### src/sv/lvt_pkg.sv
`default_nettype none
package lvt_pkg;

    // number of slots in the recency order
    localparam int ENTRIES  = 16;
    localparam int IDX_W    = $clog2(ENTRIES);
    localparam int CNT_W    = $clog2(ENTRIES + 1);
    localparam int HANDLE_W = 4;
    localparam int MASK_W   = 16;

    typedef enum logic [1:0] {
        CMD_INSERT = 2'd0,
        CMD_TOUCH  = 2'd1,
        CMD_REMOVE = 2'd2,
        CMD_PICK   = 2'd3
    } t_cmd_e;

    typedef enum logic [1:0] {
        ST_DONE    = 2'd0,
        ST_VICTIM  = 2'd1,
        ST_NO_CAND = 2'd2,
        ST_ABSENT  = 2'd3
    } t_status_e;

    typedef enum logic {
        S_IDLE = 1'b0,
        S_EXEC = 1'b1
    } t_state_e;

    // controller to datapath
    typedef struct packed {
        logic load;       // capture request
        logic drop_tail;  // discard least-recent entry (not a candidate)
        logic finish;     // apply update and write response
    } t_dp_cmd_s;

    // datapath to controller
    typedef struct packed {
        t_cmd_e           cmd;
        logic             empty;
        logic             tail_cand;
        logic             out_free;
        logic [CNT_W-1:0] count;
    } t_dp_sts_s;

endpackage
`default_nettype wire

### src/sv/lvt_dp.sv
`default_nettype none
module lvt_dp import lvt_pkg::*; (
    input  wire logic                i_clk,
    input  wire logic                i_rst_n,
    input  wire t_cmd_e              i_command,
    input  wire logic [HANDLE_W-1:0] i_handle,
    input  wire logic [MASK_W-1:0]   i_mask,
    input  wire t_dp_cmd_s           i_cmd,
    output t_dp_sts_s                o_sts,
    output logic                     o_valid,
    input  wire logic                i_out_ready,
    output logic [HANDLE_W-1:0]      o_victim,
    output t_status_e                o_status
);

    logic [HANDLE_W-1:0] r_stack [ENTRIES];
    logic [HANDLE_W-1:0] n_stack [ENTRIES];
    logic [CNT_W-1:0]    r_count;
    logic [CNT_W-1:0]    n_count;
    t_cmd_e              r_cmd;
    logic [HANDLE_W-1:0] r_handle;
    logic [MASK_W-1:0]   r_mask;
    logic                r_out_valid;
    logic [HANDLE_W-1:0] r_victim;
    t_status_e           r_status;
    logic [HANDLE_W-1:0] n_victim;
    t_status_e           n_status;

    logic [ENTRIES-1:0]  hit;
    logic                present;
    logic [IDX_W-1:0]    pos;
    logic [CNT_W-1:0]    lim;
    logic                full;
    logic                empty;
    logic [IDX_W-1:0]    tail;
    logic [CNT_W-1:0]    count_m1;

    // request capture
    always_ff @(posedge i_clk) begin
        if (i_cmd.load) begin
            r_cmd    <= i_command;
            r_handle <= i_handle;
            r_mask   <= i_mask;
        end
    end

    // per-slot compare against the request handle
    always_comb begin
        for (int i = 0; i < ENTRIES; i++) begin
            hit[i] = (CNT_W'(i) < r_count) && (r_stack[i] == r_handle);
        end
    end

    // lowest matching position
    always_comb begin
        pos = '0;
        for (int i = ENTRIES - 1; i >= 0; i--) begin
            if (hit[i]) begin
                pos = IDX_W'(i);
            end
        end
    end

    assign present  = |hit;
    assign full     = (r_count == CNT_W'(ENTRIES));
    assign empty    = (r_count == '0);
    assign count_m1 = r_count - CNT_W'(1);
    assign tail     = count_m1[IDX_W-1:0];
    // shift limit for push to front: up to the old copy, or the old tail
    assign lim      = present ? CNT_W'(pos) : (full ? CNT_W'(ENTRIES - 1) : r_count);

    // next order and response
    always_comb begin
        for (int i = 0; i < ENTRIES; i++) begin
            n_stack[i] = r_stack[i];
        end
        n_count  = r_count;
        n_victim = '0;
        n_status = ST_DONE;
        if (i_cmd.drop_tail) begin
            n_count = count_m1;
        end else if (i_cmd.finish) begin
            case (r_cmd)
                CMD_INSERT, CMD_TOUCH: begin
                    for (int i = 1; i < ENTRIES; i++) begin
                        if (CNT_W'(i) <= lim) begin
                            n_stack[i] = r_stack[i-1];
                        end
                    end
                    n_stack[0] = r_handle;
                    if (!present && !full) begin
                        n_count = r_count + CNT_W'(1);
                    end
                end
                CMD_REMOVE: begin
                    if (present) begin
                        for (int i = 0; i < ENTRIES - 1; i++) begin
                            if (IDX_W'(i) >= pos) begin
                                n_stack[i] = r_stack[i+1];
                            end
                        end
                        n_count = count_m1;
                    end else begin
                        n_status = ST_ABSENT;
                    end
                end
                CMD_PICK: begin
                    if (empty) begin
                        n_status = ST_NO_CAND;
                    end else begin
                        n_victim = r_stack[tail];
                        n_status = ST_VICTIM;
                        n_count  = count_m1;
                    end
                end
                default: begin
                    n_status = ST_DONE;
                end
            endcase
        end
    end

    // recency order storage
    always_ff @(posedge i_clk) begin
        for (int i = 0; i < ENTRIES; i++) begin
            r_stack[i] <= n_stack[i];
        end
    end

    always_ff @(posedge i_clk) begin
        if (!i_rst_n) begin
            r_count <= '0;
        end else begin
            r_count <= n_count;
        end
    end

    // response register
    always_ff @(posedge i_clk) begin
        if (!i_rst_n) begin
            r_out_valid <= 1'b0;
        end else if (i_cmd.finish) begin
            r_out_valid <= 1'b1;
        end else if (i_out_ready) begin
            r_out_valid <= 1'b0;
        end
    end

    always_ff @(posedge i_clk) begin
        if (i_cmd.finish) begin
            r_victim <= n_victim;
            r_status <= n_status;
        end
    end

    // status to controller
    assign o_sts.cmd       = r_cmd;
    assign o_sts.empty     = empty;
    assign o_sts.tail_cand = r_mask[r_stack[tail]];
    assign o_sts.out_free  = !r_out_valid || i_out_ready;
    assign o_sts.count     = r_count;

    assign o_valid  = r_out_valid;
    assign o_victim = r_victim;
    assign o_status = r_status;

endmodule
`default_nettype wire
### config.mk
export PLATFORM = sky130hd
export DESIGN_NAME = lvt_dp
export DESIGN_NICKNAME = d
export VERILOG_FILES = /design/src/sv/lvt_pkg.sv /design/src/sv/lvt_dp.sv
export SDC_FILE = /design/constraint.sdc
export NUM_CORES = 1
export LEC_CHECK = 0
export ABC_AREA = 1
export ABC_CLOCK_PERIOD_IN_PS = 3100
export BUFFER_PORTS_ARGS = -buffer_cell sky130_fd_sc_hd__buf_2
export CAP_MARGIN = 30
export CORE_ASPECT_RATIO = 1.2
export CORE_UTILIZATION = 55
export DETAILED_ROUTE_END_ITERATION = 8
export PLACE_DENSITY = 0.77
export SLEW_MARGIN = 20
export SYNTH_ARGS = -nofsm -noshare
export SYNTH_HDL_FRONTEND = slang
export SYNTH_SLANG_ARGS = --single-unit
### constraint.sdc
create_clock -name i_clk -period 3.1 [get_ports i_clk]
set_input_delay 0.31 -clock i_clk [delete_from_list [all_inputs] [get_ports i_clk]]
set_output_delay 0.31 -clock i_clk [all_outputs]
set_load 0.02 [all_outputs]
==> impl_metrics.py <==
metrics = {
    "grt": {
        "overflow": 0,
        "grt_pass1_vias": 5754,
        "grt_first_pass_wirelength_um": 29400,
        "track_usage_pct": 32.1,
        "antenna_found_initial": 0,
        "grt_max_degree": 97,
    },
    "clock_network": {
        "clockBufferDepth": 2,
        "clk_pin_slew_ns": 0.08,
        "cts_tree": "yes",
        "numCtsBuffers": 9,
        "cts.sinks": 98,
        "clkLatencyLatePin_ns": 0.36,
        "h-tree-depth": 3,
        "cts.root.buffer_cell": "clkbuf_16",
    },
    "timing": {
        "fin_crit_ns": 3.05,
        "slew_headroom_pct": 44.2,
        "final.setup_skew_ns": 0.0134,
        "hold_violations": 0,
        "tns_ns": 0,
        "rsz0062_at_grt": "true",
        "drv_slew": 0,
        "min_period_over_period_pct": 98.4,
        "timing.hold.ws_ns": 0.123,
        "setup_viol": 0,
        "worst_pin_slew_ns": 0.837,
        "setup_ws_ns": 0.0503,
        "max_freq_mhz": 328,
    },
    "final_layout": {
        "stdcell_count": 1045,
        "diodes": 0,
        "nNetsFinal": 918,
        "design_area_um2": 7640,
        "fillers": 934,
        "area_growth_pct": 18.9,
        "drive_gt1_share_pct": 22.4,
        "fin_util_pct": 68.3,
    },
    "route": {
        "wl_per_cell_um": 18.5,
        "vias": 6059,
        "avgViaCountPerCell": 5.80,
        "postRouteAntennaNets": 0,
        "drt-total-wl_um": 19300,
        "first_pass_iters": 6,
        "drt_iter0_drc": 653,
        "drc": 0,
    },
    "power": {
        "netSwitchingFraction_pct": 45.6,
        "p_leak_nw": 3.24,
        "power_density_nw_per_um2": 839,
        "clkPwrFrac_pct": 17.8,
        "vdd_drop_max_uv": 789,
        "p_switching_mw": 2.92,
        "comb_power_share_pct": 53.9,
        "pwr-share-seq_pct": 28.3,
        "p_total_mw": 6.41,
        "p_int_mw": 3.48,
    },
    "setup_path": {
        "crit_required_ns": 2.79,
        "r2r-end": "r_stack[9][0]$_DFFE_PP_",
        "end_kind": "output port",
        "worstSetupPathType": "reg2out",
        "worstRegToRegCells": 16,
        "cp.arrival_ns": 2.74,
        "worst_setup_path_start_kind": "register",
        "r2r_start": "r_handle[3]$_DFFE_PP_",
        "path_max_fanout": 7,
        "r2r_slack_ns": 0.13,
    },
    "placement": {
        "pre_cts_slack_ns": -0.0679,
        "place_hpwl_um": 14300,
        "gp_congestion": 0.975,
        "placed_cell_area_um2": 6940,
        "dp_cells": 1011,
        "portBuffers": 44,
    },
    "synthesis": {
        "synth_compound_area_share_pct": 17.0,
        "synth-xor-area-share_pct": 4.48,
        "seq_area_frac_synth_pct": 44.9,
        "avgSynthCellArea_um2": 7.88,
        "synthSimpleGateAreaFrac_pct": 23.9,
        "synthCells": 815,
        "ys.flop_type": "edfxtp_1",
        "synth_mux_area_share_pct": 0,
        "synth_top_family_by_area": "simple AND/OR/NAND/NOR gates",
        "ys_types": 44,
        "synth_common_cells": "nand2_1 (186), o21ai_0 (107), edfxtp_1 (92), inv_1 (84), nor2_1 (67)",
        "synth_top_area_cell": "edfxtp_1",
        "ys.warnings.count": 0,
        "async_reset_ff_share_pct": 0,
        "syn_area_um2": 6430,
        "synth_top_area_share_pct": 43.0,
        "yosys-top-cells-area": "edfxtp_1 (43%), nand2_1 (11%), o21ai_0 (8.3%)",
        "synth_edf_count": 92,
        "ys_ff_latch": 98,
        "synth.most_common_cell": "nand2_1",
        "synthesis.nets": 847,
        "yosys.area_share.adder_pct": 0.779,
    },
    "run_status": {
        "run_status": "finished clean",
    },
    "flow_run": {
        "cap_violations": 0,
    },
    "floorplanning": {
        "core_um2": 11200,
        "die_y_um": 120,
        "start_util_pct": 57.4,
        "pin_count": 45,
        "dieArea_um2": 12100,
        "die_x_um": 101,
        "num_rows": 42,
    },
    "min_path": {
        "min_path_cells": 1,
        "worstHoldEndpoint": "r_mask[12]$_DFFE_PP_",
        "hp-class": "in2reg",
        "hp-start": "i_mask[12]",
    },
}
worst max path at each step:
stage | from | to | slack (ns) | cells past startpoint
2_1_floorplan | r_count[0]$_SDFFE_PN0P_ | o_sts[6] | 0.01 | 16
3_3_place_gp | r_count[3]$_SDFFE_PN0P_ | r_stack[5][2]$_DFFE_PP_ | -0.02 | 16
3_5_place_dp | r_handle[1]$_DFFE_PP_ | r_stack[5][2]$_DFFE_PP_ | -0.07 | 14
4_1_cts | r_count[0]$_SDFFE_PN0P_ | o_sts[6] | -0.06 | 14
5_1_grt | r_count[0]$_SDFFE_PN0P_ | o_sts[6] | -0.07 | 15
6_report | r_count[1]$_SDFFE_PN0P_ | o_sts[6] | 0.05 | 15
power groups by stage:
stage                     registers [mW]  logic [mW]  clock network, mW
final                               1.81        3.45               1.14
after global routing                1.83        3.73               1.18
after CTS                           1.80        2.92               1.14
after detailed placement            1.82        2.88                  0
after global placement              1.82        2.84                  0
after floorplan                     1.82        1.99                  0
worst max-delay path: stages (launching register included):
cell and delay (ns):
dfxtp_4 0.37, inv_4 0.06, ha_4 0.26, buf_8 0.14, a21oi_1 0.12, o21ai_0 0.16
nand3_1 0.13, o211ai_1 0.13, nand2_2 0.16, buf_4 0.14, clkinvlp_4 0.10, nor2_1 0.10
nor2_1 0.06, o221ai_1 0.23, nand2_2 0.08, buf_6 0.13
flip-flops by register name, indices dropped and copies added (netlist names):
name	cells
r_handle	4
r_mask	16
o_victim	4
o_valid	1
r_stack	64
r_count	5
r_cmd	2
o_status	2
layout by cell type, fill, tap and decap left out, types with 5 or more instances in the layout:
master and count:
nand4_1 11, nor2_2 12, nand2_2 17, a21oi_1 48, inv_2 16, nor2_4 5, o21ai_1 14, buf_6 6
clkbuf_16 12, nand2_4 7, nand2_1 178, edfxtp_1 92, buf_4 36, inv_1 80, nand3_1 37, o21ai_0 98
o22ai_1 7, o211ai_1 9, buf_2 43, nor2_1 63, xor2_1 21, xnor2_1 9
routing by layer:
metal,vias to the layer above,global-route usage (%),share of wire (%)
met3,80,6.30,8.0
li1,2873,-,-
met5,-,0,0
met2,339,52.0,47
met1,2767,40.9,40
met4,0,15.6,5.1
kinds of logic after synthesis:
family / after synthesis
AO/OA/AOI/OAI: 200
XOR/XNOR: 32
adder cells (fa/ha/maj): 4
buffers and inverters: 138
flip-flops: 98
AND/OR/NAND/NOR: 343
area by class of cell:
type | count | area [um^2] | share of cell area (%)
Sequential cell | 98 | 2890 | 37.9
Tap cell | 154 | 193 | 2.52
Clock buffer | 9 | 225 | 2.95
Clock inverter | 7 | 81.3 | 1.06
Multi-Input combinational cell | 579 | 3100 | 40.6
Timing Repair inverter | 1 | 7.51 | 0.0983
Inverter | 104 | 420 | 5.50
Timing Repair Buffer | 93 | 718 | 9.40
timing repair:
item / 4_1_cts / 5_1_grt
buffers inserted: 0 / 14
pin swaps: 1 / 15
endpoints found under the setup margin: 5 / 53
cloned: 0 / 4
hold buffers: 0 / 0
endpoints found under the hold margin: 0 / 0
resized for setup: 5 / 62
(Power assumes the default switching activity.)
